File: src/sv/sbbl_pkg.sv
package sbbl_pkg;

  localparam int POS_W  = 16;
  localparam int TAG_W  = 8;
  localparam int IDX_W  = 4;
  localparam int FRAC_W = 17;
  localparam int CNT_W  = 5;
  localparam int THR_W  = 16;

  typedef enum logic [1:0] {
    ACT_INSERT = 2'd0,
    ACT_REMOVE = 2'd1,
    ACT_CLEAR  = 2'd2,
    ACT_LOOKUP = 2'd3
  } action_t;

  typedef enum logic [1:0] {
    STAT_OK    = 2'd0,
    STAT_FULL  = 2'd1,
    STAT_RANGE = 2'd2,
    STAT_EMPTY = 2'd3
  } status_t;

  typedef enum logic [2:0] {
    S_IDLE,
    S_SCAN,
    S_EVAL,
    S_DIV,
    S_DONE
  } state_t;

  typedef enum logic [1:0] {
    CELL_HOLD,
    CELL_LOAD_NEW,
    CELL_FROM_PREV,
    CELL_FROM_NEXT
  } cell_op_t;

endpackage

File: src/sv/sorted_breakpoint_blend_lookup.sv
// Sorted breakpoint table with bracket lookup.
// Input words arrive on in_tvalid/in_tready; in_tuser carries the action (insert, remove,
// clear, lookup) and in_tdata the position, clip tag and entry index. Every word gives
// exactly one result word on out_tvalid/out_tready, with the status in out_tuser.
// The entries live in a row of cells. Insert, remove and clear finish in the cycle the word
// is accepted; the result then passes through the done state into the output register. A
// lookup rotates the whole row once past the head pair, then chooses the bracket in the
// evaluate state and, when a fraction is needed, runs the bit-serial divider. One word is
// in work at a time; in_tready is high only while the block is idle, so a new word is taken
// only once the result of the last one has been loaded into the output register.
// The result sits in an output register: if the receiver stalls, the finished word waits
// there; the block may take one more word, but holds its result and takes no further input
// until that register can be loaded.
// span_threshold is written on cfg_valid/cfg_ready (always ready); the user must write it
// only while the block is idle, which the block itself does not enforce.
// Reset empties the table and clears the threshold; no clearing pass is needed, since only
// entries below the fill count are ever read.
module sorted_breakpoint_blend_lookup import sbbl_pkg::*; #(
  parameter int ENTRIES = 16
) (
  input  logic        clk,
  input  logic        rst_n,
  input  logic        in_tvalid,
  output logic        in_tready,
  input  logic [31:0] in_tdata,  // position[15:0], clip_tag[23:16], entry_index[27:24]
  input  logic [1:0]  in_tuser,  // action[1:0]
  output logic        out_tvalid,
  input  logic        out_tready,
  // lower_index[3:0], upper_index[7:4], lower_tag[15:8], upper_tag[23:16],
  // blend_fraction[40:24], entry_count[45:41]
  output logic [47:0] out_tdata,
  output logic [1:0]  out_tuser, // status[1:0]
  input  logic        cfg_valid,
  output logic        cfg_ready,
  input  logic [15:0] cfg_data
);

  localparam int CW = $clog2(ENTRIES + 1);
  localparam int KW = $clog2(ENTRIES);
  localparam int XW = (CW > IDX_W) ? CW : IDX_W;

  state_t state_r, state_nxt;

  logic [CW-1:0]           count_r;
  logic [THR_W-1:0]        thr_r;
  logic [KW-1:0]           k_r;
  logic signed [POS_W-1:0] key_r;
  logic                    found_r;
  logic [KW-1:0]           lo_r;
  logic [POS_W-1:0]        span_r;
  logic [POS_W-1:0]        d_r;
  logic [TAG_W-1:0]        lotag_r, hitag_r;
  logic signed [POS_W-1:0] first_pos_r;
  logic [TAG_W-1:0]        first_tag_r, last_tag_r;

  status_t           res_status_r;
  logic [IDX_W-1:0]  res_lo_r, res_hi_r;
  logic [TAG_W-1:0]  res_lotag_r, res_hitag_r;
  logic [FRAC_W-1:0] res_frac_r;

  logic        out_tvalid_r;
  logic [47:0] out_tdata_r;
  logic [1:0]  out_tuser_r;

  logic signed [POS_W-1:0] in_pos;
  logic [TAG_W-1:0]        in_tag;
  logic [IDX_W-1:0]        in_idx;
  action_t                 act;
  logic                    in_acc, full, acc_ins, acc_rem, scan_rot, frac_ok, div_start;
  logic                    out_free, div_done;
  logic [FRAC_W-1:0]       div_quot;
  logic [XW-1:0]           count_x, idx_x, k_x;

  logic signed [POS_W-1:0] pos_w [ENTRIES];
  logic [TAG_W-1:0]        tag_w [ENTRIES];
  logic                    gt_w  [ENTRIES];
  logic                    gtv_w [ENTRIES];

  logic                    pair_ok, pair_hit;
  logic [POS_W:0]          span_full, d_full;

  assign in_pos  = in_tdata[15:0];
  assign in_tag  = in_tdata[23:16];
  assign in_idx  = in_tdata[27:24];
  assign act     = action_t'(in_tuser);
  assign in_acc  = in_tvalid && in_tready;
  assign count_x = XW'(count_r);
  assign idx_x   = XW'(in_idx);
  assign k_x     = XW'(k_r);
  assign full    = count_r == CW'(ENTRIES);
  assign acc_ins = in_acc && (act == ACT_INSERT) && !full;
  assign acc_rem = in_acc && (act == ACT_REMOVE) && (idx_x < count_x);
  assign out_free = !out_tvalid_r || out_tready;
  assign frac_ok  = found_r && (span_r > thr_r) && (span_r != '0);

  genvar gi;
  generate
    for (gi = 0; gi < ENTRIES; gi++) begin : g_cell
      cell_op_t op;
      logic     valid;
      logic     prev_gt;
      logic     self_at;

      assign valid      = XW'(gi) < count_x;
      assign gtv_w[gi]  = valid && gt_w[gi];
      assign self_at    = gtv_w[gi] || (XW'(gi) == count_x);

      if (gi == 0) begin : g_first
        assign prev_gt = 1'b0;
      end else begin : g_rest
        assign prev_gt = gtv_w[gi-1];
      end

      always_comb begin
        op = CELL_HOLD;
        if (scan_rot) begin
          op = CELL_FROM_NEXT;
        end else if (acc_ins) begin
          if (prev_gt) begin
            op = CELL_FROM_PREV;
          end else if (self_at) begin
            op = CELL_LOAD_NEW;
          end
        end else if (acc_rem && (XW'(gi) >= idx_x) && (XW'(gi + 1) < count_x)) begin
          op = CELL_FROM_NEXT;
        end
      end

      sbbl_cell u_cell (
        .clk      (clk),
        .op       (op),
        .key      (in_pos),
        .new_pos  (in_pos),
        .new_tag  (in_tag),
        .prev_pos (pos_w[(gi + ENTRIES - 1) % ENTRIES]),
        .prev_tag (tag_w[(gi + ENTRIES - 1) % ENTRIES]),
        .next_pos (pos_w[(gi + 1) % ENTRIES]),
        .next_tag (tag_w[(gi + 1) % ENTRIES]),
        .pos      (pos_w[gi]),
        .tag      (tag_w[gi]),
        .gt       (gt_w[gi])
      );
    end
  endgenerate

  // During the scan the head pair of the row holds entries k and k+1.
  assign pair_ok   = (k_x + XW'(1)) < count_x;
  assign pair_hit  = pair_ok && (pos_w[0] <= key_r) && (key_r <= pos_w[1]);
  assign span_full = {pos_w[1][POS_W-1], pos_w[1]} - {pos_w[0][POS_W-1], pos_w[0]};
  assign d_full    = {key_r[POS_W-1], key_r} - {pos_w[0][POS_W-1], pos_w[0]};

  sbbl_div u_div (
    .clk   (clk),
    .rst_n (rst_n),
    .start (div_start),
    .num   (d_r),
    .den   (span_r),
    .done  (div_done),
    .quot  (div_quot)
  );

  always_comb begin
    state_nxt = state_r;
    case (state_r)
      S_IDLE: begin
        if (in_acc) begin
          if ((act == ACT_LOOKUP) && (count_r != '0)) begin
            state_nxt = S_SCAN;
          end else begin
            state_nxt = S_DONE;
          end
        end
      end
      S_SCAN: begin
        if (k_r == KW'(ENTRIES - 1)) begin
          state_nxt = S_EVAL;
        end
      end
      S_EVAL: begin
        if (frac_ok) begin
          state_nxt = S_DIV;
        end else begin
          state_nxt = S_DONE;
        end
      end
      S_DIV: begin
        if (div_done) begin
          state_nxt = S_DONE;
        end
      end
      S_DONE: begin
        if (out_free) begin
          state_nxt = S_IDLE;
        end
      end
      default: begin
        state_nxt = S_IDLE;
      end
    endcase
  end

  always_comb begin
    in_tready = 1'b0;
    scan_rot  = 1'b0;
    div_start = 1'b0;
    case (state_r)
      S_IDLE:  in_tready = 1'b1;
      S_SCAN:  scan_rot  = 1'b1;
      S_EVAL:  div_start = frac_ok;
      default: begin
        in_tready = 1'b0;
      end
    endcase
  end

  always_ff @(posedge clk) begin
    if (!rst_n) begin
      state_r      <= S_IDLE;
      count_r      <= '0;
      thr_r        <= '0;
      out_tvalid_r <= 1'b0;
    end else begin
      state_r <= state_nxt;
      if (cfg_valid && cfg_ready) begin
        thr_r <= cfg_data;
      end
      if (in_acc) begin
        case (act)
          ACT_INSERT: begin
            if (!full) begin
              count_r <= count_r + CW'(1);
            end
          end
          ACT_REMOVE: begin
            if (acc_rem) begin
              count_r <= count_r - CW'(1);
            end
          end
          ACT_CLEAR: count_r <= '0;
          default: begin
            count_r <= count_r;
          end
        endcase
      end
      if ((state_r == S_DONE) && out_free) begin
        out_tvalid_r <= 1'b1;
      end else if (out_tready) begin
        out_tvalid_r <= 1'b0;
      end
    end
  end

  always_ff @(posedge clk) begin
    if (in_acc) begin
      res_lo_r    <= '0;
      res_hi_r    <= '0;
      res_lotag_r <= '0;
      res_hitag_r <= '0;
      res_frac_r  <= '0;
      key_r       <= in_pos;
      found_r     <= 1'b0;
      k_r         <= '0;
      case (act)
        ACT_INSERT: res_status_r <= full ? STAT_FULL : STAT_OK;
        ACT_REMOVE: res_status_r <= acc_rem ? STAT_OK : STAT_RANGE;
        ACT_CLEAR:  res_status_r <= STAT_OK;
        default: begin
          res_status_r <= (count_r == '0) ? STAT_EMPTY : STAT_OK;
        end
      endcase
    end
    if (state_r == S_SCAN) begin
      k_r <= k_r + KW'(1);
      if (k_r == '0) begin
        first_pos_r <= pos_w[0];
        first_tag_r <= tag_w[0];
      end
      if ((k_x + XW'(1)) == count_x) begin
        last_tag_r <= tag_w[0];
      end
      if (pair_hit && !found_r) begin
        found_r <= 1'b1;
        lo_r    <= k_r;
        span_r  <= span_full[POS_W-1:0];
        d_r     <= d_full[POS_W-1:0];
        lotag_r <= tag_w[0];
        hitag_r <= tag_w[1];
      end
    end
    if (state_r == S_EVAL) begin
      if (found_r) begin
        res_lo_r    <= IDX_W'(lo_r);
        res_hi_r    <= IDX_W'(lo_r) + IDX_W'(1);
        res_lotag_r <= lotag_r;
        res_hitag_r <= hitag_r;
      end else if (key_r < first_pos_r) begin
        res_lo_r    <= '0;
        res_hi_r    <= '0;
        res_lotag_r <= first_tag_r;
        res_hitag_r <= first_tag_r;
      end else begin
        res_lo_r    <= IDX_W'(count_r - CW'(1));
        res_hi_r    <= IDX_W'(count_r - CW'(1));
        res_lotag_r <= last_tag_r;
        res_hitag_r <= last_tag_r;
      end
    end
    if ((state_r == S_DIV) && div_done) begin
      res_frac_r <= div_quot;
    end
    if ((state_r == S_DONE) && out_free) begin
      out_tdata_r <= {2'b00, CNT_W'(count_r), res_frac_r, res_hitag_r, res_lotag_r,
                      res_hi_r, res_lo_r};
      out_tuser_r <= res_status_r;
    end
  end

  assign cfg_ready  = 1'b1;
  assign out_tvalid = out_tvalid_r;
  assign out_tdata  = out_tdata_r;
  assign out_tuser  = out_tuser_r;

`ifndef SYNTHESIS
  a_count_bound: assert property (@(posedge clk) disable iff (!rst_n)
    count_r <= CW'(ENTRIES))
    else $error("fill count exceeds table depth");

  a_div_in_div: assert property (@(posedge clk) disable iff (!rst_n)
    div_done |-> state_r == S_DIV)
    else $error("divider finished outside the divide state");

  a_lookup_scans: assert property (@(posedge clk) disable iff (!rst_n)
    (in_acc && (act == ACT_LOOKUP) && (count_r != '0)) |=> state_r == S_SCAN)
    else $error("lookup on a filled table did not start a scan");

  a_full_count: assert property (@(posedge clk) disable iff (!rst_n)
    ((state_r == S_DONE) && (res_status_r == STAT_FULL)) |-> count_r == CW'(ENTRIES))
    else $error("table-full status with room left");

  a_frac_ok_only: assert property (@(posedge clk) disable iff (!rst_n)
    (out_tvalid && (out_tuser != STAT_OK)) |-> out_tdata[40:24] == '0)
    else $error("non-zero fraction on an error word");
`endif

endmodule

File: src/sv/sbbl_cell.sv
module sbbl_cell import sbbl_pkg::*; (
  input  logic                    clk,
  input  cell_op_t                op,
  input  logic signed [POS_W-1:0] key,
  input  logic signed [POS_W-1:0] new_pos,
  input  logic        [TAG_W-1:0] new_tag,
  input  logic signed [POS_W-1:0] prev_pos,
  input  logic        [TAG_W-1:0] prev_tag,
  input  logic signed [POS_W-1:0] next_pos,
  input  logic        [TAG_W-1:0] next_tag,
  output logic signed [POS_W-1:0] pos,
  output logic        [TAG_W-1:0] tag,
  output logic                    gt
);

  logic signed [POS_W-1:0] pos_r;
  logic        [TAG_W-1:0] tag_r;

  always_ff @(posedge clk) begin
    case (op)
      CELL_LOAD_NEW: begin
        pos_r <= new_pos;
        tag_r <= new_tag;
      end
      CELL_FROM_PREV: begin
        pos_r <= prev_pos;
        tag_r <= prev_tag;
      end
      CELL_FROM_NEXT: begin
        pos_r <= next_pos;
        tag_r <= next_tag;
      end
      default: begin
        pos_r <= pos_r;
        tag_r <= tag_r;
      end
    endcase
  end

  assign pos = pos_r;
  assign tag = tag_r;
  // The insertion point is the first held entry that lies strictly above the new position.
  assign gt  = pos_r > key;

endmodule

File: src/sv/sbbl_div.sv
module sbbl_div import sbbl_pkg::*; (
  input  logic              clk,
  input  logic              rst_n,
  input  logic              start,
  input  logic [POS_W-1:0]  num,
  input  logic [POS_W-1:0]  den,
  output logic              done,
  output logic [FRAC_W-1:0] quot
);

  // Restoring division of num * 2^16 by den, one quotient bit a cycle, num not above den.
  logic [FRAC_W-1:0] rem_r;
  logic [FRAC_W-1:0] quot_r;
  logic [POS_W-1:0]  den_r;
  logic [CNT_W-1:0]  step_r;
  logic              busy_r;
  logic              done_r;
  logic              ge;
  logic [FRAC_W-1:0] diff;
  logic [FRAC_W-1:0] rem_nxt;

  assign ge   = rem_r >= {1'b0, den_r};
  assign diff = rem_r - {1'b0, den_r};

  always_comb begin
    if (ge) begin
      rem_nxt = {diff[FRAC_W-2:0], 1'b0};
    end else begin
      rem_nxt = {rem_r[FRAC_W-2:0], 1'b0};
    end
  end

  always_ff @(posedge clk) begin
    if (!rst_n) begin
      busy_r <= 1'b0;
      done_r <= 1'b0;
      step_r <= '0;
    end else begin
      done_r <= 1'b0;
      if (start) begin
        busy_r <= 1'b1;
        step_r <= CNT_W'(FRAC_W - 1);
      end else if (busy_r) begin
        step_r <= step_r - CNT_W'(1);
        if (step_r == '0) begin
          busy_r <= 1'b0;
          done_r <= 1'b1;
        end
      end
    end
  end

  always_ff @(posedge clk) begin
    if (start) begin
      rem_r <= {1'b0, num};
      den_r <= den;
    end else if (busy_r) begin
      rem_r  <= rem_nxt;
      quot_r <= {quot_r[FRAC_W-2:0], ge};
    end
  end

  assign done = done_r;
  assign quot = quot_r;

endmodule

File: config.mk
export PLATFORM = sky130hd
export DESIGN_NAME = sorted_breakpoint_blend_lookup
export DESIGN_NICKNAME = d
export VERILOG_FILES = /design/src/sv/sbbl_pkg.sv /design/src/sv/sorted_breakpoint_blend_lookup.sv /design/src/sv/sbbl_cell.sv /design/src/sv/sbbl_div.sv
export SDC_FILE = /design/constraint.sdc
export NUM_CORES = 2
export LEC_CHECK = 0
export BUFFER_PORTS_ARGS = -buffer_cell sky130_fd_sc_hd__buf_2
export CORE_MARGIN = 2
export CORE_UTILIZATION = 65
export CTS_CLUSTER_SIZE = 12
export DETAILED_ROUTE_END_ITERATION = 10
export GPL_TIMING_DRIVEN = 1
export PLACE_DENSITY_LB_ADDON = 0.08
export SYNTH_ARGS = -nofsm -noshare
export SYNTH_HDL_FRONTEND = slang
export SYNTH_SLANG_ARGS = --single-unit
File: constraint.sdc
create_clock -name clk -period 7.5 [get_ports clk]
set_input_delay 1.125 -clock clk [delete_from_list [all_inputs] [get_ports clk]]
set_output_delay 1.125 -clock clk [all_outputs]
set_load 0.02 [all_outputs]
==> impl_results.md <==
* Clock transition at the registers of the reported paths at 0.06 ns
* Largest stage delay, worst path at 0.87 ns
* Slew Limit Fails at 0
* Initial antenna violation count at 4
* Worst EP arrival at 5.84 ns
* Via density per instance at 7.155
* DR WL/cell at 29.15 µm
* Sum of overflow across all layers after global routing at 0
* FILL cells at 4066
* Failing checks: DRC
* Pwr dens at 208.7 mW/mm²
* Standard cell with the maximum stage delay on the critical path: sky130_fd_sc_hd__nor2b_1
* Final setup TNS at 0 ns
* CTS tree: yes
* Maximum buffer depth of the clock tree at 3
* Share of the clock period used by the worst path after layout at 0.7112
* Count of hold-fix buffers inserted at cts at 0
* Number of buffers inserted during clock tree synthesis at 73
* Final hold viol count at 0
* Sum of met2 wire segment lengths after detailed routing at 54460 µm
* Port Buf Inserts at 100
* Fraction of synthesis flops using an asynchronous set or reset pin at 0
* Final layout net count at 3831
* Register area share after synthesis at 0.5021
* Unrepaired setup endpoints after global routing: no
* Max_cap viols at 0
* Pin count of the biggest net entering global routing at 53
* HPWL Detailed at 89880 µm
* Worst setup skew after layout at 0.02023 ns
* Number of synthesized register bits at 662
* Average cell area after synthesis at 11.69 µm²
* Largest delay share family, worst path: compound AO/OA/AOI/OAI gates
* Total chip power at 8893 µW
* Max Clock Freq at 0.1875 GHz
* Library cell used as clock root buffer: sky130_fd_sc_hd__clkbuf_16
* Number of detailed-routing iterations run before antenna repair at 9
* Violation count after the first detailed-routing iteration at 4059
* Layout cells sized above 1 at 0.1016
* Wire length of the first global-routing pass at 184100 µm
* Launching element type of the critical path: input port
* Critical Path End Type: flop
* Post-layout min period at 5.334 ns
* Vias in the first global route at 29830
* Number of cell rows at 89
* Critical setup path kind: input port to flop
* Headroom to the max-slew limit at 0.1285
* Uppermost layer routed: met5
* Biggest area consumer among synthesized cells: sky130_fd_sc_hd__edfxtp_1
* H-Tree Level Count at 3
* Routed met3 length at 15130 µm
* Die outline height at 248.7 µm
* Setup repair bufs after CTS at 0
* Cells resized by post-CTS repair at 0
* Number of enable flip-flop cells after synthesis at 628
* Mapped Area at 0.03891 mm²
* Biggest area contributors in the synthesized netlist: sky130_fd_sc_hd__edfxtp_1, sky130_fd_sc_hd__ha_1, sky130_fd_sc_hd__a221o_1
* Yosys Warn Count at 0
* Hold/Removal Path Class: flop to flop
* Highest ir drop seen on vdd at 0.2783 mV
* Transition time at the pin with the least slew margin at 1.299 ns
* Pre-CTS setup slack at 1.735 ns
* Routed wire length at 123200 µm
* Gp weighted congestion at 1.009
* Cells traversed along the worst timing path: buf_2 > inv_1 > buf_4 > ha_1 > a21o_1 > a21o_1 > a21oi_1 > o21ai_0 > o311ai_0 > a21oi_4 > nor2b_1 > buf_4 > a221o_1
* Number of distinct library cells after synthesis at 88
* Post-Route Utilization at 0.7205
* Clock sink count at 662
* Data required, critical path at 8.01 ns
* Standby leakage power at 0.01646 µW
* Width of the die at 248.7 µm
* Highest fanout seen on the critical path at 25
* Relative area change from synthesis to final layout at 9.496%
* Number of DRC violations after detailed routing at 27
* Num ports at 108
* Total GRT Usage at 0.3963
* Result of the run: complete, but fails checks
* Die area at 0.06184 mm²
* Flip-flop cell with the highest count after synthesis: sky130_fd_sc_hd__edfxtp_1
* Via total after detailed routing at 30240
* Area fraction of the dominant cell type after synthesis at 0.4846
* Routed length on met1 at 44880 µm
* Latest clock arrival within the worst-skew pair at 0.65 ns
* Core outline area at 0.05913 mm²
* Crit path setup slack, layout at 2.166 ns
* Effective utilization at floorplan at 0.6581
* Buffers and inverters on the worst path at 4
* Residual antenna-violating net count after detailed routing at 0
* Final setup violation count at 0
* Synthesized netlist cell count at 3328
==> where the power goes <==
group          total, µW  switching (µW)  internal [µW]
combinational       1170             732            433
clock               3380            1520           1860
sequential          4340             109           4230
==> routing by layer <==
metal / track usage / up-vias
li1: - / 13200
met1: 0.5072 / 14530
met2: 0.6071 / 2064
met3: 0.09662 / 440
met4: 0.2551 / 2
met5: 0 / -
==> registers in the layout, summed over array words and instances, names as in the netlist, 16 cells and up <==
register           count
first_pos_r           16
d_r                   16
u_div.den_r           16
thr_r                 16
out_tdata             46
key_r                 16
u_div.rem_r           17
span_r                16
g_cell.u_cell.pos    256
res_frac_r            17
g_cell.u_cell.tag    128
u_div.quot            17
==> final cells by class <==
type | count | area [µm²] | share of cell area
antenna | 7 | 17.52 | 0.0004111
clock buffer | 94 | 1926 | 0.04520
clock inverter | 26 | 282.8 | 0.006637
inverter | 194 | 728.2 | 0.01709
multi-input combinational | 2287 | 18020 | 0.4230
sequential | 662 | 19540 | 0.4586
tap | 773 | 967.2 | 0.02270
timing repair buffer | 183 | 1124 | 0.02637
==> stage by stage <==
| step | instance area, µm² | hold slack [ns] | std cells |
|---|---|---|---|
| 6_report | 42610 | 0.4136 | 4226 |
| 5_1_grt | 42600 | 0.4182 | 4222 |
| 4_1_cts | 42590 | 0.4141 | 4219 |
| 3_5_place_dp | 40380 | 0.4045 | 4099 |
| 3_3_place_gp | 40380 | 0.4010 | 4099 |
| 2_1_floorplan | 38910 | 0.4003 | 3329 |
==> worst paths after layout <==
| check | start | slack (ns) | end | cells past startpoint |
|---|---|---|---|---|
| setup / recovery | in_tdata[13] | 2.17 | g_cell[7].u_cell.pos[2] | 13 |
| hold reg to reg | res_frac_r[14] | 0.41 | out_tdata[38] | 0 |
| setup reg to reg | count_r[1] | 2.32 | g_cell[7].u_cell.pos[2] | 10 |
| hold / removal | res_frac_r[14] | 0.41 | out_tdata[38] | 0 |
==> cell usage after synthesis (12+ instances only) <==
master                        n
sky130_fd_sc_hd__edfxtp_1   628
sky130_fd_sc_hd__ha_1       372
sky130_fd_sc_hd__a221o_1    291
sky130_fd_sc_hd__nor2b_1    222
sky130_fd_sc_hd__inv_1      189
sky130_fd_sc_hd__nor2_1     159
sky130_fd_sc_hd__a21oi_1    143
sky130_fd_sc_hd__clkbuf_1   132
sky130_fd_sc_hd__and2_1     111
sky130_fd_sc_hd__a21o_1      91
sky130_fd_sc_hd__nand2_1     89
sky130_fd_sc_hd__o21ai_0     74
sky130_fd_sc_hd__a22oi_1     71
sky130_fd_sc_hd__nand4_1     68
sky130_fd_sc_hd__o31ai_1     58
sky130_fd_sc_hd__nor3_1      55
sky130_fd_sc_hd__mux2i_1     44
sky130_fd_sc_hd__o21a_1      44
sky130_fd_sc_hd__buf_2       37
sky130_fd_sc_hd__dfxtp_1     34
sky130_fd_sc_hd__nand3_1     30
sky130_fd_sc_hd__xnor2_1     29
sky130_fd_sc_hd__o211ai_1    28
sky130_fd_sc_hd__a211oi_1    19
sky130_fd_sc_hd__o21ai_1     19
sky130_fd_sc_hd__nand2b_1    18
sky130_fd_sc_hd__or3_1       18
sky130_fd_sc_hd__a31oi_1     17
sky130_fd_sc_hd__or2_2       15
sky130_fd_sc_hd__nor4_1      14
sky130_fd_sc_hd__and3_1      13
sky130_fd_sc_hd__o2111ai_1   13
sky130_fd_sc_hd__a21boi_0    12
==> cell families after synthesis <==
group | synth area share
xor+xnor | 0.008778
fa+ha+maj | 0.1212
compound gates | 0.1941
buf+inv | 0.03939
mux | 0.01392
other cells | 0.0001930
simple gates | 0.1203
flops | 0.5021
==> cell usage in the layout (no fill, tap or decap), types with 73 or more instances in the layout <==
cell | netlist | routed
sky130_fd_sc_hd__nand2_1 | 89 | 89
sky130_fd_sc_hd__a221o_1 | 291 | 291
sky130_fd_sc_hd__nor2b_1 | 222 | 222
sky130_fd_sc_hd__edfxtp_1 | 628 | 628
sky130_fd_sc_hd__inv_1 | 189 | 189
sky130_fd_sc_hd__ha_1 | 372 | 372
sky130_fd_sc_hd__a21o_1 | 91 | 91
sky130_fd_sc_hd__buf_4 | 5 | 83
sky130_fd_sc_hd__a21oi_1 | 143 | 137
sky130_fd_sc_hd__nor2_1 | 159 | 158
sky130_fd_sc_hd__and2_1 | 111 | 112
sky130_fd_sc_hd__buf_2 | 37 | 100
sky130_fd_sc_hd__clkbuf_16 | 0 | 73
Power figures use the tool's default switching activity.
